[src/rtl/indexed_pixel_palette_unpacker_defines.svh]
// Assertion macros shared by the indexed pixel palette unpacker.
`ifndef INDEXED_PIXEL_PALETTE_UNPACKER_DEFINES_SVH
`define INDEXED_PIXEL_PALETTE_UNPACKER_DEFINES_SVH

// Same-cycle implication, checked on every clock edge outside reset.
`define IPP_ASSERT_IMPL(lbl, ante, cons, msg) \
  lbl: assert property (@(posedge clk) disable iff (!rst_n) (ante) |-> (cons)) \
    else $error(msg);

// Next-cycle implication, checked on every clock edge outside reset.
`define IPP_ASSERT_NEXT(lbl, ante, cons, msg) \
  lbl: assert property (@(posedge clk) disable iff (!rst_n) (ante) |=> (cons)) \
    else $error(msg);

`endif

[src/rtl/ipp_pkg.sv]
// Package of types, constants and the brightness function for the palette unpacker.
package ipp_pkg;

  localparam int DEF_MAX_LEDS      = 1024;
  localparam int DEF_PALETTE_DEPTH = 256;
  localparam int OQ_DEPTH          = 4;
  localparam int LEN_W             = 13;
  localparam int LED_W             = 10;

  localparam logic CMD_LOAD = 1'b0;
  localparam logic CMD_DATA = 1'b1;

  localparam logic [1:0] REG_INDEXED_MODE   = 2'd0;
  localparam logic [1:0] REG_PALETTE_SIZE   = 2'd1;
  localparam logic [1:0] REG_LEDS_PER_FRAME = 2'd2;

  typedef enum logic [1:0] {BPP_1, BPP_2, BPP_4, BPP_8} bpp_t;
  typedef enum logic [1:0] {PH_RED, PH_GREEN, PH_BLUE} phase_t;

  typedef struct packed {
    logic        en;
    logic [7:0]  addr;
    logic [23:0] color;
  } pal_wr_t;

  typedef struct packed {
    logic             valid;
    logic             use_mem;
    logic             black;
    logic [7:0]       idx;
    logic [23:0]      color;
    logic [LED_W-1:0] led_index;
    logic             frame_end;
    logic             last;
  } pix_req_t;

  typedef struct packed {
    logic             last;
    logic             frame_end;
    logic [7:0]       blue;
    logic [7:0]       green;
    logic [7:0]       red;
    logic [LED_W-1:0] led_index;
  } result_t;

  // round(v * 150 / 255), the divide by 255 done as (y + (y >> 8)) >> 8 with y = x + 1.
  function automatic logic [7:0] bright(input logic [7:0] v);
    logic [15:0] t;
    logic [16:0] u;
    t = 16'(v) * 16'd150 + 16'd127;
    u = 17'(t) + 17'd1;
    return 8'((u + (u >> 8)) >> 8);
  endfunction

endpackage

[src/rtl/ipp_outq.sv]
// Small result queue that decouples the pixel pipeline from the output stream.
module ipp_outq (
  input  logic                                clk,
  input  logic                                rst_n,
  input  logic                                push,
  input  ipp_pkg::result_t                    push_data,
  output logic                                out_valid,
  input  logic                                out_ready,
  output ipp_pkg::result_t                    out_data,
  output logic [$clog2(ipp_pkg::OQ_DEPTH):0]  count
);
  import ipp_pkg::*;

  localparam int PW = $clog2(OQ_DEPTH);

  result_t       q [OQ_DEPTH];
  logic [PW-1:0] wp_r, rp_r;
  logic [PW:0]   cnt_r;
  logic          pop;

  always_comb begin
    out_valid = cnt_r != '0;
    out_data  = q[rp_r];
    pop       = out_valid && out_ready;
    count     = cnt_r;
  end

  always_ff @(posedge clk) begin
    if (push) begin
      q[wp_r] <= push_data;
    end
  end

  always_ff @(posedge clk) begin
    if (!rst_n) begin
      wp_r  <= '0;
      rp_r  <= '0;
      cnt_r <= '0;
    end else begin
      if (push) begin
        wp_r <= wp_r + PW'(1);
      end
      if (pop) begin
        rp_r <= rp_r + PW'(1);
      end
      cnt_r <= cnt_r + (PW+1)'(push) - (PW+1)'(pop);
    end
  end

endmodule

[config.mk]
export PLATFORM = sky130hd
export DESIGN_NAME = ipp_outq
export DESIGN_NICKNAME = d
export VERILOG_FILES = /design/src/rtl/indexed_pixel_palette_unpacker_defines.svh /design/src/rtl/ipp_pkg.sv /design/src/rtl/ipp_outq.sv
export SDC_FILE = /design/constraint.sdc
export NUM_CORES = 1
export LEC_CHECK = 0
export BUFFER_PORTS_ARGS = -buffer_cell sky130_fd_sc_hd__buf_2
export CORE_AREA = 8 8 228 121
export DETAILED_ROUTE_END_ITERATION = 8
export DIE_AREA = 0 0 236 129
export PLACE_DENSITY_LB_ADDON = 0.3
export SYNTH_ARGS = -nofsm -noshare
export SYNTH_HDL_FRONTEND = slang
export SYNTH_SLANG_ARGS = --single-unit
[constraint.sdc]
create_clock -name clk -period 2.1 [get_ports clk]
set_input_delay 0.105 -clock clk [delete_from_list [all_inputs] [get_ports clk]]
set_output_delay 0.105 -clock clk [all_outputs]
set_load 0.005 [all_outputs]
==> qor.csv <==
metric,value,unit
Clock Path Buffers,2,
CTS tree,yes,
drt drc,0,
RSZ-0062 raised after global routing,false,
Port Buffers,79,
CP endpoint kind,register,
multi-input logic area,1105,um^2
crit-path cells,"o31a_1, ha_1, inv_1, ha_1, fa_1, xnor3_1, and2_1",
share of cells above drive strength 1,0.4016,
asr flop ratio synth,0,
Setup WS post-layout,79.61,ps
Max VDD drop,509.2,uV
Slew Limit Fails,0,
fill count,2338,
Crit. Startpoint,count[1],
HP Class,in2reg,
Post-Syn Area,5718,um^2
CTS root buf,clkbuf_16,
fin util,0.3106,
Syn. warnings,0,
largest net degree at the start of global routing,33,
sequential share of the synthesized area,0.7877,
DPL Wire Length,8048,um
initial antenna violation count,0,
"Clk Latency, worst-skew pair",430,ps
setup TNS,0,ps
Post-synth EDFFs,144,
fin crit period,2020,ps
max cap viols,0,
Synth Area in Adders,0.01663,
vias after detailed routing,2756,
slowest cell on the critical path,o31a_1,
area grow syn2layout,32.91,%
post-synthesis mux area share,0.1527,
Bufs and invs on worst path,1,
wire per inst,17.41,um
I/O pin cnt,80,
full die area,30440,um^2
post-synthesis xor/xnor area fraction,0.005470,
Max Clock Freq,0.4950,GHz
Worst Skew,7.069,ps
CTS Sinks,153,
Tot GR Track Use,0.08642,
critical path type,reg2reg,
HP Start,out_ready,
die span in y,129,um
top cell type's share of synthesized area,0.7562,
CP max stage delay,370,ps
number of global-route vias before repair,3133,
status,"finished, final reports clean",
register area,4507,um^2
die width,236,um
WP data arrival,2340,ps
Slew headroom,0.6811,
Synth Area in Compound Gates,0.003063,
Crit Path Max Fanout,6,
"Largest delay share family, worst path",adder cells,
total global routing overflow,0,
vias per std cell,3.920,
endpoints failing hold,0,
TritonCTS Buffers,17,
Worst-path clk slew,60,ps
initial core utilization,0.2337,
most frequent CP cell,ha_1,
diode count,0,
post-route ant nets,0,
Seq cells post-synth,153,
setup bufs post-CTS,0,
Synth cell types,21,
leading area contributor after synthesis,edfxtp_1,
Required @ worst endpoint,2420,ps
WL final,12240,um
final setup violation count,0,
leakage power,2.613,nW
Core ar.,24470,um^2
Post-Syn Instances,232,
Rows,41,
H-Tree Depth,4,
Synth Area in Simple Gates,0.01444,
mean area per synthesized cell,24.65,um^2
first-pass GRT wire length,18950,um
pwr dens,1090,nW/um^2
largest family of logic cells by synthesized area,multiplexers,
syn nets,279,
1st-iter DRT viols,117,
launch point of the worst reg-to-reg path,count[1],
Final Cycle Share,0.9621,
"Top FF cell, synth",edfxtp_1,
pre-CTS WS,85.58,ps
Slew @ Worst Pin,472.4,ps
critical path startpoint category,register,
First-pass DRT Iterations,4,
fin nets,416,
GPL Wtd Cong,0.6670,
synth top area cells,"edfxtp_1 (76%), mux4_2 (12%), dfxtp_1 (3.2%), mux4_1 (2.8%), ha_1 (1.3%)",
==> metal layers <==
| metal | vias to the layer above | part of all wire | global-route usage |
|---|---|---|---|
| li1 | 1248 | - | - |
| met1 | 1430 | 0.47 | 0.1063 |
| met2 | 60 | 0.47 | 0.1323 |
| met3 | 18 | 0.052 | 0.03927 |
| met4 | 0 | 0.015 | 0.03384 |
| met5 | - | 0 | 0 |
==> logic make-up (layout without fill, tap and decap cells) <==
logic type	after synthesis	after routing
muxes	40	40
buffers and inverters	14	163
AOI/OAI and AO/OA	2	2
and+or+nand+nor	14	14
xor gates and xnor gates	2	2
DFF	153	153
adders and majority gates	7	7
==> path summary, 6_finish.rpt <==
kind                    to  slack, ps  depth (start not counted)
setup / recovery  count[2]         80                          7
setup reg to reg  count[2]         80                          7
hold reg to reg   register        470                          2
hold / removal    register         90                          3
==> cell usage in the layout (no fill, tap or decap), types with 6 or more instances in the layout <==
master and n:
buf_12 7, edfxtp_1 144, mux4_1 6, clkbuf_16 17
dfxtp_1 7, mux4_2 30, ha_1 6, dlygate4sd3_1 37
inv_1 6, buf_2 79
==> report_power, final <==
part / internal, W / leakage (nW) / switching [W] / total, W
Combinational: 0.000783 / 0.910 / 0.000656 / 0.00144
Clock: 0.00209 / 0.305 / 0.00115 / 0.00325
Sequential: 0.00353 / 1.40 / 0.0000701 / 0.00360
==> stage by stage <==
step	area [um^2]	power [W]	std cells	hold slack [ps]
after floorplan	5718	0.004546	232	203.9
after global placement	6595	0.005075	635	314.0
after detailed placement	6595	0.005106	635	322.9
after CTS	7596	0.008461	703	72.31
after global routing	7600	0.008684	703	92.82
final	7600	0.008284	703	90.89
==> synthesized netlist by cell type (2+ instances only) <==
cell type / n
and2_1: 8
buf_12: 3
buf_2: 3
dfxtp_1: 9
edfxtp_1: 144
ha_1: 6
inv_1: 6
mux2i_1: 4
mux4_1: 6
mux4_2: 30
nand2_1: 2
nand2b_1: 2
==> timing repair <==
item,4_1_cts,5_1_grt
gates resized for setup,0,1
endpoints found under the hold margin,147,0
setup endpoints to repair,0,9
hold buffers,37,0
==> sequential cells by signal (all words and copies together), names as in the netlist, named ones only <==
name / count
rp_r: 2
q: 144
count: 3
wp_r: 2
==> worst register-to-register path: stages, from the launching register on <==
cell and delay [ps]:
dfxtp_1 340, o31a_1 370, ha_1 290, inv_1 40, ha_1 180, fa_1 370
xnor3_1 170, and2_1 160
==> layout make-up <==
class                           instances  area share
Clock buffer                           18     0.05647
Clock inverter                         13     0.02651
Inverter                                6    0.002963
Multi-Input combinational cell         65      0.1454
Sequential cell                       153      0.5930
Tap cell                              322     0.05301
Timing Repair Buffer                  126      0.1227
(Power assumes the default switching activity.)
