--- config.mk ---
export PLATFORM = sky130hd
export DESIGN_NAME = ipp_issue
export DESIGN_NICKNAME = d
export VERILOG_FILES = /design/src/rtl/indexed_pixel_palette_unpacker_defines.svh /design/src/rtl/ipp_pkg.sv /design/src/rtl/ipp_issue.sv
export SDC_FILE = /design/constraint.sdc
export NUM_CORES = 1
export LEC_CHECK = 0
export BUFFER_PORTS_ARGS = -buffer_cell sky130_fd_sc_hd__buf_2
export CAP_MARGIN = 10
export CORE_MARGIN = 2
export CORE_UTILIZATION = 55
export CTS_CLUSTER_SIZE = 30
export DETAILED_ROUTE_END_ITERATION = 8
export PLACE_DENSITY = 0.78
export SKIP_LAST_GASP = 1
export SLEW_MARGIN = 25
export SYNTH_ARGS = -nofsm -noshare
export SYNTH_HDL_FRONTEND = slang
export SYNTH_SLANG_ARGS = --single-unit
--- constraint.sdc ---
create_clock -name clk -period 9 [get_ports clk]
set_clock_uncertainty 0.15 [all_clocks]
set_input_delay 2.25 -clock clk [delete_from_list [all_inputs] [get_ports clk]]
set_output_delay 2.25 -clock clk [all_outputs]
set_load 0.005 [all_outputs]
--- src/rtl/indexed_pixel_palette_unpacker_defines.svh ---
// Assertion macros shared by the indexed pixel palette unpacker.
`ifndef INDEXED_PIXEL_PALETTE_UNPACKER_DEFINES_SVH
`define INDEXED_PIXEL_PALETTE_UNPACKER_DEFINES_SVH

// Same-cycle implication, checked on every clock edge outside reset.
`define IPP_ASSERT_IMPL(lbl, ante, cons, msg) \
  lbl: assert property (@(posedge clk) disable iff (!rst_n) (ante) |-> (cons)) \
    else $error(msg);

// Next-cycle implication, checked on every clock edge outside reset.
`define IPP_ASSERT_NEXT(lbl, ante, cons, msg) \
  lbl: assert property (@(posedge clk) disable iff (!rst_n) (ante) |=> (cons)) \
    else $error(msg);

`endif

--- src/rtl/ipp_pkg.sv ---
// Package of types, constants and the brightness function for the palette unpacker.
package ipp_pkg;

  localparam int DEF_MAX_LEDS      = 1024;
  localparam int DEF_PALETTE_DEPTH = 256;
  localparam int OQ_DEPTH          = 4;
  localparam int LEN_W             = 13;
  localparam int LED_W             = 10;

  localparam logic CMD_LOAD = 1'b0;
  localparam logic CMD_DATA = 1'b1;

  localparam logic [1:0] REG_INDEXED_MODE   = 2'd0;
  localparam logic [1:0] REG_PALETTE_SIZE   = 2'd1;
  localparam logic [1:0] REG_LEDS_PER_FRAME = 2'd2;

  typedef enum logic [1:0] {BPP_1, BPP_2, BPP_4, BPP_8} bpp_t;
  typedef enum logic [1:0] {PH_RED, PH_GREEN, PH_BLUE} phase_t;

  typedef struct packed {
    logic        en;
    logic [7:0]  addr;
    logic [23:0] color;
  } pal_wr_t;

  typedef struct packed {
    logic             valid;
    logic             use_mem;
    logic             black;
    logic [7:0]       idx;
    logic [23:0]      color;
    logic [LED_W-1:0] led_index;
    logic             frame_end;
    logic             last;
  } pix_req_t;

  typedef struct packed {
    logic             last;
    logic             frame_end;
    logic [7:0]       blue;
    logic [7:0]       green;
    logic [7:0]       red;
    logic [LED_W-1:0] led_index;
  } result_t;

  // round(v * 150 / 255), the divide by 255 done as (y + (y >> 8)) >> 8 with y = x + 1.
  function automatic logic [7:0] bright(input logic [7:0] v);
    logic [15:0] t;
    logic [16:0] u;
    t = 16'(v) * 16'd150 + 16'd127;
    u = 17'(t) + 17'd1;
    return 8'((u + (u >> 8)) >> 8);
  endfunction

endpackage

--- src/rtl/ipp_issue.sv ---
// Request register, pixel unpacker, frame position counter and configuration registers.
module ipp_issue #(
  parameter int MAX_LEDS      = ipp_pkg::DEF_MAX_LEDS,
  parameter int PALETTE_DEPTH = ipp_pkg::DEF_PALETTE_DEPTH
) (
  input  logic               clk,
  input  logic               rst_n,
  input  logic               in_valid,
  output logic               in_ready,
  input  logic               in_cmd,
  input  logic [39:0]        in_data,
  input  logic               cfg_we,
  input  logic [1:0]         cfg_addr,
  input  logic [10:0]        cfg_wdata,
  input  logic               slot_ok,
  output ipp_pkg::pal_wr_t   wr,
  output ipp_pkg::pix_req_t  req
);
  import ipp_pkg::*;

  localparam int CW = (MAX_LEDS > 1) ? $clog2(MAX_LEDS) : 1;

  logic          busy_r;
  logic          cmd_r;
  logic          ind_r;
  logic [7:0]    pidx_r;
  logic [7:0]    raw_r_r, raw_g_r, raw_b_r;
  logic [7:0]    byte_r;
  logic [2:0]    left_r;
  bpp_t          bpp_r;
  phase_t        phase_r, phase_nxt;
  logic [7:0]    held_red_r, held_green_r;
  logic [CW-1:0] cnt_r, cnt_nxt;
  logic          indexed_mode_r;
  logic [8:0]    palette_size_r;
  logic [10:0]   leds_per_frame_r;

  bpp_t          bpp_new;
  logic [2:0]    left_new;
  logic [7:0]    cur_idx;
  logic [7:0]    byte_shifted;
  logic [LEN_W-1:0] frame_len;
  logic          frame_end;
  logic          need_slot, step, final_step, accept, full_step;

  always_comb begin
    if (palette_size_r <= 9'd2) begin
      bpp_new = BPP_1;
    end else if (palette_size_r <= 9'd4) begin
      bpp_new = BPP_2;
    end else if (palette_size_r <= 9'd16) begin
      bpp_new = BPP_4;
    end else begin
      bpp_new = BPP_8;
    end
  end

  always_comb begin
    unique case (bpp_new)
      BPP_1:   left_new = 3'd7;
      BPP_2:   left_new = 3'd3;
      BPP_4:   left_new = 3'd1;
      default: left_new = 3'd0;
    endcase
  end

  always_comb begin
    unique case (bpp_r)
      BPP_1: begin
        cur_idx      = {7'd0, byte_r[0]};
        byte_shifted = byte_r >> 1;
      end
      BPP_2: begin
        cur_idx      = {6'd0, byte_r[1:0]};
        byte_shifted = byte_r >> 2;
      end
      BPP_4: begin
        cur_idx      = {4'd0, byte_r[3:0]};
        byte_shifted = byte_r >> 4;
      end
      default: begin
        cur_idx      = byte_r;
        byte_shifted = 8'd0;
      end
    endcase
  end

  always_comb begin
    if (leds_per_frame_r == 11'd0) begin
      frame_len = LEN_W'(1);
    end else if (LEN_W'(leds_per_frame_r) > LEN_W'(MAX_LEDS)) begin
      frame_len = LEN_W'(MAX_LEDS);
    end else begin
      frame_len = LEN_W'(leds_per_frame_r);
    end
    frame_end = (LEN_W'(cnt_r) + LEN_W'(1)) >= frame_len;
    cnt_nxt   = frame_end ? '0 : cnt_r + CW'(1);
  end

  always_comb begin
    need_slot  = (cmd_r == CMD_DATA) && (ind_r || (phase_r == PH_BLUE));
    step       = busy_r && (!need_slot || slot_ok);
    final_step = step && (!ind_r || (left_r == 3'd0));
    in_ready   = !busy_r || final_step;
    accept     = in_valid && in_ready;
    full_step  = step && (cmd_r == CMD_DATA) && !ind_r;

    wr.en    = step && (cmd_r == CMD_LOAD) && (9'(pidx_r) < 9'(PALETTE_DEPTH));
    wr.addr  = pidx_r;
    wr.color = {bright(raw_r_r), bright(raw_g_r), bright(raw_b_r)};

    req.valid     = step && need_slot;
    req.use_mem   = ind_r;
    req.idx       = cur_idx;
    req.black     = 9'(cur_idx) >= 9'(PALETTE_DEPTH);
    req.color     = {held_red_r, held_green_r, bright(byte_r)};
    req.led_index = LED_W'(cnt_r);
    req.frame_end = frame_end;
    req.last      = ind_r ? (left_r == 3'd0) : 1'b1;
  end

  always_comb begin
    phase_nxt = phase_r;
    if (full_step) begin
      unique case (phase_r)
        PH_RED:   phase_nxt = PH_GREEN;
        PH_GREEN: phase_nxt = PH_BLUE;
        default:  phase_nxt = PH_RED;
      endcase
    end
    if (cfg_we && (cfg_addr == REG_INDEXED_MODE)) begin
      phase_nxt = PH_RED;
    end
  end

  always_ff @(posedge clk) begin
    if (!rst_n) begin
      busy_r           <= 1'b0;
      phase_r          <= PH_RED;
      cnt_r            <= '0;
      held_red_r       <= 8'd0;
      held_green_r     <= 8'd0;
      indexed_mode_r   <= 1'b0;
      palette_size_r   <= 9'd256;
      leds_per_frame_r <= 11'd64;
    end else begin
      phase_r <= phase_nxt;
      if (accept) begin
        busy_r <= 1'b1;
      end else if (final_step) begin
        busy_r <= 1'b0;
      end
      if (req.valid) begin
        cnt_r <= cnt_nxt;
      end
      if (full_step && (phase_r == PH_RED)) begin
        held_red_r <= bright(byte_r);
      end
      if (full_step && (phase_r == PH_GREEN)) begin
        held_green_r <= bright(byte_r);
      end
      if (cfg_we) begin
        unique case (cfg_addr)
          REG_INDEXED_MODE:   indexed_mode_r   <= cfg_wdata[0];
          REG_PALETTE_SIZE:   palette_size_r   <= cfg_wdata[8:0];
          REG_LEDS_PER_FRAME: leds_per_frame_r <= cfg_wdata;
          default: ;
        endcase
      end
    end
  end

  always_ff @(posedge clk) begin
    if (accept) begin
      cmd_r   <= in_cmd;
      ind_r   <= (in_cmd == CMD_DATA) && indexed_mode_r;
      pidx_r  <= in_data[7:0];
      raw_r_r <= in_data[15:8];
      raw_g_r <= in_data[23:16];
      raw_b_r <= in_data[31:24];
      byte_r  <= in_data[39:32];
      left_r  <= left_new;
      bpp_r   <= bpp_new;
    end else if (step && ind_r) begin
      byte_r <= byte_shifted;
      left_r <= left_r - 3'd1;
    end
  end

endmodule

==> out/metrics.cfg, run 1 <==
[clock_network]
numCtsBuffers = 9
insertion_delay_ns = 0.37
clock_path_buffers = 2
cts_max_level = 3
cts_tree = built
clk_pin_slew_ns = 0.08
root_buffer = clkbuf_16
cts_sinks = 97

[placed_design]
port_buffers = 138
gp_congestion = 0.911
dp_hpwl_um = 22700

[logic_synthesis]
yosysSeqAreaShare = 0.202
ys.flop_type = dfxtp_1
netlist_instances = 1396
synthTopCellsByCount = ha_1, xnor2_1, a21oi_1, nand2_1, nor2_1
yosys.area_share.simple = 0.197
synth_top_area_frac = 0.202
ys_seq_elements = 97
synth_xor_area_frac = 0.111
avgSynthCellArea_um2 = 8.54
synth_edf_count = 47
yosysMostFrequentCell = ha_1
synthAdderAreaFrac = 0.249
muxShareOfSynthArea = 0.0261
synth_compound_area_frac = 0.170
yosysWarnings = 0
synth.area.top_cells = ha_1, edfxtp_1, dfxtp_1
syn_nets = 1676
syn-cell-area_um2 = 11900
async_reset_ff_frac = 0
synth.largest_area_cell = ha_1
synthDistinctLibCells = 86
synth_top_family_by_area = adder cells

[timing]
rsz0062_at_grt = yes
finalSetupViolCount = 1
period_needed_ns = 9.03
timing.final.ws_setup_ns = -0.0259
finalHoldViolCount = 0
clock.fmax_mhz = 111
worst_slew_pin_slew_ns = 1.02
slew_headroom = 0.313
period_share = 1.00
drv_slew = 0
hold_slack_ns = 0.319

[critical_path]
max_stage_delay_ns = 0.51
slowest_stage = fa_1
critPathBufInv = 3
cp_top_family = adder cells
crit_required_ns = 6.60
start_kind = register
crit_arrival_ns = 6.63
cp_max_fo = 6
crit_path_frequent_cell = ha_1
crit_path_end_kind = primary output
critPathKind = register to primary output

[grt]
antenna_found_initial = 4
track_usage = 0.254
grt_max_degree = 45
grt_pass1_vias = 10157
gr-total-overflow = 0
grt_pass1_wl_um = 47300

[outcome]
violations = negative setup slack
outcome = complete, but fails checks

[detailed_routing]
vias_per_cell = 5.88
ant_nets = 0
drt-wirelength-per-cell_um = 16.5
route.detailed.drc = 0
totalWireLength_um = 30800
dr.pass1.iters = 5
dr_total_vias = 10942
drt_iter0_drc = 424

[floorplan]
fp.dieW_um = 151
ios = 140
start_util = 0.564
die_y_um = 151
num_rows = 53
coreArea_um2 = 21200
die_area_um2 = 22900

[layout]
drive_gt1_frac = 0.232
fillers = 1699
syn_to_final_growth_pct = 20.6
finalNetCount = 1858
finish.utilization = 0.680

[worst_hold_path]
hold_class = register to register

[power_and_ir_drop]
powerDensity_nw_per_um2 = 345
power_leakage_nw = 6.56
ir_drop_v = 0.000517

[flow_run]
cap_violations = 0

routing by layer:
metal  track usage  wire, um
met5             0         7
met4        0.0752       855
met1         0.316     13300
met2         0.436     14900
met3        0.0590      1780
placed cells by master (no fill, tap or decap), types with 28 or more instances in the layout:
cell / synthesis / final
a21o_1: 36 / 36
nor3_1: 38 / 35
fa_1: 28 / 28
nor2_1: 96 / 89
nand2_1: 96 / 95
xnor2_1: 104 / 89
nand3_1: 50 / 49
o21ai_0: 63 / 54
a21oi_1: 96 / 85
buf_4: 4 / 67
buf_2: 2 / 138
ha_1: 193 / 180
xor2_1: 45 / 36
mux2i_1: 30 / 30
edfxtp_1: 47 / 47
inv_1: 95 / 92
dfxtp_1: 50 / 50
area by class of cell:
cell class              count  area [um2]  area share
diodes                      3        7.51    0.000522
well taps                 275         344      0.0239
inverters                  97         364      0.0253
flip-flops and latches     97        2410       0.168
multi-input cells        1166        9710       0.676
repair buffers            207        1220      0.0846
clock inverters             7        93.8     0.00653
clock buffers               9         225      0.0157
power breakdown:
part | internal, W | switching [W]
sequential | 0.000493 | 0.0000281
combinational | 0.00179 | 0.00221
clock | 0.000225 | 0.000213
final timing paths:
check,startpoint,slack [ns],depth (start not counted),to
max,raw_b_r[6]$_DFFE_PP_,-0.03,28,wr[5]
min,held_green_r[7]$_SDFFE_PN0P_,0.32,2,held_green_r[7]$_SDFFE_PN0P_
max reg2reg,byte_r[6]$_DFFE_PP_,2.58,24,held_red_r[4]$_SDFFE_PN0P_
min reg2reg,held_green_r[7]$_SDFFE_PN0P_,0.32,2,held_green_r[7]$_SDFFE_PN0P_
cells by family after synthesis:
family,Yosys count
AOI/OAI and AO/OA,312
muxes,31
and+or+nand+nor,451
buffers and inverters,133
DFF,97
other,1
xor gates and xnor gates,150
adders and majority gates,221
what timing repair did:
action / CTS / global route
endpoints found under the setup margin: 23 / 29
resized for setup: 27 / 116
buffers inserted: 15 / 28
hold buffers: 0 / 0
pin swaps: 17 / 71
registers in the layout (all words and copies together) (netlist names):
name and flops:
pidx_r 8, busy_r 1, indexed_mode_r 1, raw_g_r 8, bpp_r 2, held_green_r 8
cnt_r 10, palette_size_r 9, left_r 3, phase_r 2, ind_r 1, byte_r 8
raw_r_r 8, leds_per_frame_r 11, cmd_r 1, held_red_r 8, raw_b_r 8
metrics by stage:
step	setup TNS (ns)	worst slack, ns	cell area [um2]	std cells	power [W]
after floorplan	0	0.395	11900	1396	0.00295
after global placement	0	0.290	13000	1799	0.00372
after detailed placement	0	0.0197	13000	1799	0.00379
after CTS	-0.00608	-0.00345	13600	1830	0.00440
after global routing	-1.81	-0.284	14400	1859	0.00537
final	-0.0259	-0.0259	14400	1861	0.00496
worst register-to-register path, stage by stage, from the launching register on:
cell and delay (ns):
edfxtp_1 0.40, ha_1 0.31, ha_1 0.28, inv_1 0.07, fa_1 0.43, fa_1 0.51
inv_2 0.05, ha_4 0.26, and3_4 0.19, a221o_1 0.15, o211ai_1 0.10, or2_1 0.28
or4b_4 0.55, a21o_1 0.22, a21oi_2 0.21, xnor2_2 0.10, ha_1 0.31, nand4_1 0.12
o31ai_2 0.30, and2_4 0.21, nor4_4 0.04, or4_4 0.58, a211oi_4 0.26, buf_4 0.15
a21oi_1 0.06
Power figures use the tool's default switching activity.
==> run 2, diff against run 1 <==
--- a/config.mk
+++ b/config.mk
@@ -9,8 +9,8 @@
 export CAP_MARGIN = 10
 export CORE_MARGIN = 2
-export CORE_UTILIZATION = 55
+export CORE_UTILIZATION = 25
 export CTS_CLUSTER_SIZE = 30
 export DETAILED_ROUTE_END_ITERATION = 8
-export PLACE_DENSITY = 0.78
+export PLACE_DENSITY = 0.41
 export SKIP_LAST_GASP = 1
 export SLEW_MARGIN = 25
==> constraint.sdc (replaced) <==
create_clock -name clk -period 9 [get_ports clk]
set_clock_uncertainty 0.15 [all_clocks]
set_input_delay 2.25 -clock clk [delete_from_list [all_inputs] [get_ports clk]]
set_output_delay 2.25 -clock clk [all_outputs]
set_load 0.1 [all_outputs]
==> run 2 against run 1 <==
Compared with the run above:
- the run now ends clean
- largest cell class unchanged
- critical path type unchanged
- worst hold slack worse by 0.0022 ns
- via count is 3.6% lower
- non-clock buffer count is 45 higher
- die area is 120% higher
- wire length is 6.8% higher
- first-iteration DRC count is 17% lower
- cell count is 21% higher
- global-route usage is 12 points lower
==> out/metrics.cfg, run 2 (synthesis gave the netlist of run 1 again) <==
[clock_network]
clk_pin_slew_ns = 0.08
cts_tree = built
numCtsBuffers = 9
cts_sinks = 97
clock_path_buffers = 2
root_buffer = clkbuf_16
insertion_delay_ns = 0.37
cts_max_level = 3

[layout]
final_common_cell = ha_1
syn_to_final_growth_pct = 35.0
mostFrequentLayoutCells = ha_1, buf_4, buf_2, nand2_1, inv_1
fillers = 5021
largest_register_ffs = 11
finalNetCount = 1903
reg_top3 = leds_per_frame_r x11, cnt_r x10, palette_size_r x9
regMostFlops = leds_per_frame_r
drive_gt1_frac = 0.294

[timing]
clock.fmax_mhz = 112
worst_slew_pin_slew_ns = 0.858
period_share = 0.992
finalHoldViolCount = 0
finalSetupViolCount = 0
hold_slack_ns = 0.316
fin_setup_tns_ns = 0
slew_headroom = 0.427
drv_slew = 0
period_needed_ns = 8.93
rsz0062_at_grt = yes

[detailed_routing]
vias_per_cell = 4.70
drt-wirelength-per-cell_um = 14.6
drt_iter0_drc = 352
ant_nets = 0
totalWireLength_um = 32900
route.detailed.drc = 0
dr_total_vias = 10550
dr.pass1.iters = 4

[flow_run]
cap_violations = 0

[floorplan]
fp.dieW_um = 222
num_rows = 80
die_y_um = 222
start_util = 0.251
coreArea_um2 = 47400
die_area_um2 = 49500
ios = 140

[critical_path]
crit_path_end_kind = primary output
reg2reg_from = byte_r[6]$_DFFE_PP_
max_stage_delay_ns = 0.52
crit_arrival_ns = 6.53
rrSetupSlack_ns = 2.59
ff2ff_path_depth = 24
cp_max_fo = 5
start_kind = register
crit_required_ns = 6.60
slowest_stage = or4_4
critPathKind = register to primary output
rr_endpoint = held_green_r[4]$_SDFFE_PN0P_
crit_path_frequent_cell = ha_1

[worst_hold_path]
min_path_cells = 2
hold_class = register to register
min_to = held_green_r[7]$_SDFFE_PN0P_
hp-start = held_green_r[7]$_SDFFE_PN0P_

[placed_design]
port_buffers = 138
gp_congestion = 0.799
dp_hpwl_um = 26600

[grt]
grt_max_degree = 45
track_usage = 0.131
gr-total-overflow = 0
antenna_found_initial = 6
grt_pass1_vias = 10321
grt_pass1_wl_um = 52700

[outcome]
outcome = finished, final reports clean

run 2: cell types whose count changed in the layout (fill, tap and decap cells not counted), sizes merged, moves of 2 or more:
cell / previous run / this run
buf: 207 / 250
clkbuf: 9 / 12
clkinv: 2 / 4
inv: 100 / 98
run 2: layout make-up:
cell class / count / area [um2] / area share
clock inverters: 5 / 36.3 / 0.00225
repair buffers: 252 / 2040 / 0.127
multi-input cells: 1166 / 10200 / 0.635
clock buffers: 11 / 243 / 0.0151
flip-flops and latches: 97 / 2410 / 0.150
diodes: 2 / 5.00 / 0.000311
inverters: 97 / 365 / 0.0227
well taps: 615 / 769 / 0.0478
run 2: worst max-delay path, delay by kind of cell, from the launching register on:
family / cells / cell delay, ns
buffers and inverters: 5 / 0.52
adder cells (fa/ha/maj): 6 / 2.19
flip-flops: 1 / 0.40
AND/OR/NAND/NOR: 9 / 2.16
AO/OA/AOI/OAI: 5 / 0.55
XOR/XNOR: 2 / 0.32
run 2: stage by stage:
step | utilization | area, um2 | setup WS (ns) | std cells
after CTS | 0.320 | 15200 | -0.00831 | 2216
after floorplan | - | 12200 | -0.550 | 1396
after global routing | 0.339 | 16100 | -0.228 | 2243
final | 0.339 | 16100 | 0.0722 | 2245
after detailed placement | 0.305 | 14500 | 0.0583 | 2183
after global placement | 0.305 | 14500 | 0.0540 | 2183
run 2: worst max path at each step:
| stage | slack [ns] | startpoint | end | depth (start not counted) |
|---|---|---|---|---|
| after floorplan | -0.55 | raw_g_r[4]$_DFFE_PP_ | wr[11] | 23 |
| after global placement | 0.05 | raw_g_r[6]$_DFFE_PP_ | wr[11] | 23 |
| after detailed placement | 0.06 | raw_g_r[6]$_DFFE_PP_ | wr[11] | 23 |
| after CTS | -0.008 | raw_g_r[6]$_DFFE_PP_ | wr[11] | 22 |
| after global routing | -0.23 | raw_b_r[6]$_DFFE_PP_ | wr[7] | 28 |
| final | 0.07 | raw_b_r[6]$_DFFE_PP_ | wr[7] | 27 |
run 2: metal layers:
layer  wire length (um)  track usage  part of all wire  up-vias
li1                   -            -                 -     5467
met1              14900        0.162              0.45     4932
met2              16000        0.228              0.49      116
met3               1660       0.0381             0.050       27
met4                323       0.0264            0.0098        8
met5                 52            0            0.0016        -
run 2: timing repair:
| item | CTS | global route |
|---|---|---|
| buffers inserted | 17 | 27 |
| endpoints found under the setup margin | 27 | 28 |
| pin swaps | 38 | 119 |
| resized for setup | 59 | 143 |
| hold buffers | 0 | 0 |
Power of run 2 is not shown: default switching activity piles up to over one toggle a cycle in this logic, so the estimate is an artifact.
==> run 3, diff against run 2 <==
CELL_PAD_IN_SITES_DETAIL_PLACEMENT = 0   (was unset)
CELL_PAD_IN_SITES_GLOBAL_PLACEMENT = 1   (was unset)
CORE_UTILIZATION = 42   (was 25)
PLACE_DENSITY = 0.79   (was 0.41)
==> run 3 against run 2 <==
Compared with the run above:
- worst hold slack got worse by 0.00083 ns
- core utilization rose by 23 points
- non-clock buffer count fell by 5
- sequential share of layout area grew 0.29 points
- highest routed layer is now met4
- sequential cell count is the same
==> out/metrics.cfg, run 3 (synthesis gave the netlist of run 1 again) <==
[worst_hold_path]
hp-start = held_green_r[7]$_SDFFE_PN0P_
hold_class = register to register

[grt]
grt_pass1_wl_um = 50300
grt_pass1_vias = 10540
grt_max_degree = 45
track_usage = 0.200
antenna_found_initial = 1
gr-total-overflow = 0

[floorplan]
ios = 140
die_area_um2 = 29800
fp.dieW_um = 173
die_y_um = 173
coreArea_um2 = 27900
start_util = 0.428
num_rows = 61

[critical_path]
slowest_stage = fa_1
start_kind = register
max_stage_delay_ns = 0.50
startpoint = raw_g_r[3]$_DFFE_PP_
crit_path_frequent_cell = ha_1
critPathKind = register to primary output
crit_arrival_ns = 6.54
crit_path_end_kind = primary output
crit_required_ns = 6.60
cp_max_fo = 7
reg2reg_from = byte_r[6]$_DFFE_PP_

[detailed_routing]
dr_total_vias = 10778
route.detailed.drc = 0
dr.pass1.iters = 7
vias_per_cell = 5.38
drt-wirelength-per-cell_um = 15.4
ant_nets = 0
drt_iter0_drc = 430
totalWireLength_um = 30900

[placed_design]
dp_hpwl_um = 23800
place_area_um2 = 14000
port_buffers = 138
gp_congestion = 0.847

[clock_network]
cts_max_level = 3
cts_sinks = 97
clock_path_buffers = 2
root_buffer = clkbuf_16
insertion_delay_ns = 0.36
cts_hold_buf = 0
cts_tree = built
numCtsBuffers = 9
clk_pin_slew_ns = 0.08

[layout]
multi_input_area_um2 = 10300
register_area_um2 = 2410
mostFrequentLayoutCells = ha_1, buf_4, buf_2, nand2_1, inv_1
finalNetCount = 1898
final_common_cell = ha_1
syn_to_final_growth_pct = 32.4
regMostFlops = leds_per_frame_r
largest_register_ffs = 11
postLayoutCellArea_um2 = 15800
reg_top3 = leds_per_frame_r x11, cnt_r x10, palette_size_r x9
drive_gt1_frac = 0.294
fillers = 2500

[timing]
period_share = 0.994
clock.fmax_mhz = 112
worst_slew_pin_slew_ns = 0.977
finalSetupViolCount = 0
drv_slew = 0
rsz0062_at_grt = yes
period_needed_ns = 8.94
fin_setup_tns_ns = 0
finalHoldViolCount = 0
slew_headroom = 0.343

[outcome]
outcome = finished, final reports clean

[flow_run]
cap_violations = 0

## run 3: cell types whose count changed in the layout (fill, tap and decap cells not counted), moves of 3 or more
cell,before,now
nor2_2,14,11
ha_4,13,18
a21oi_1,81,84
nor2_4,2,5
o21ai_1,7,10
buf_6,4,1
nand2_2,2,5
ha_1,176,169
## run 3: metrics by stage
step,util,setup WS [ns],instances,hold WS [ns]
after floorplan,-,-0.550,1396,0.286
after global placement,0.503,0.140,1931,0.292
after detailed placement,0.503,-0.0142,1931,0.297
after CTS,0.530,0.00313,1962,0.315
after global routing,0.567,-0.193,2002,0.324
final,0.567,0.0564,2002,0.316
## run 3: layer usage
layer,up-vias,global-route usage,share of wire
met4,0,0.0427,0.017
met2,194,0.342,0.49
li1,5458,-,-
met1,5094,0.257,0.45
met5,-,0,0
met3,32,0.0440,0.046
## run 3: final timing paths
| kind | slack (ns) | depth (start not counted) | end |
|---|---|---|---|
| setup / recovery | 0.06 | 25 | wr[12] |
| hold / removal | 0.32 | 2 | held_green_r[7]$_SDFFE_PN0P_ |
| setup reg to reg | 2.62 | 24 | held_green_r[4]$_SDFFE_PN0P_ |
| hold reg to reg | 0.32 | 2 | held_green_r[7]$_SDFFE_PN0P_ |
## run 3: final cells by class
type	count	share of cell area
Tap cell	378	0.0299
Sequential cell	97	0.153
Clock buffer	9	0.0143
Antenna cell	1	0.000158
Timing Repair Buffer	247	0.124
Clock inverter	7	0.00515
Inverter	97	0.0231
Multi-Input combinational cell	1166	0.651
## run 3: timing repair
item,CTS,global route
endpoints found under the setup margin,25,29
resized for setup,61,148
pin swaps,29,117
buffers inserted,15,39
## run 3: critical path: cells and delay by family (launching register included)
family / cells / cell delay [ns]
fa+ha+maj: 6 / 2.04
compound gates: 10 / 2.22
mux: 1 / 0.23
simple gates: 3 / 0.58
buf+inv: 4 / 0.43
flops: 1 / 0.44
xor+xnor: 1 / 0.25
Power of run 3 is left out for the same reason.
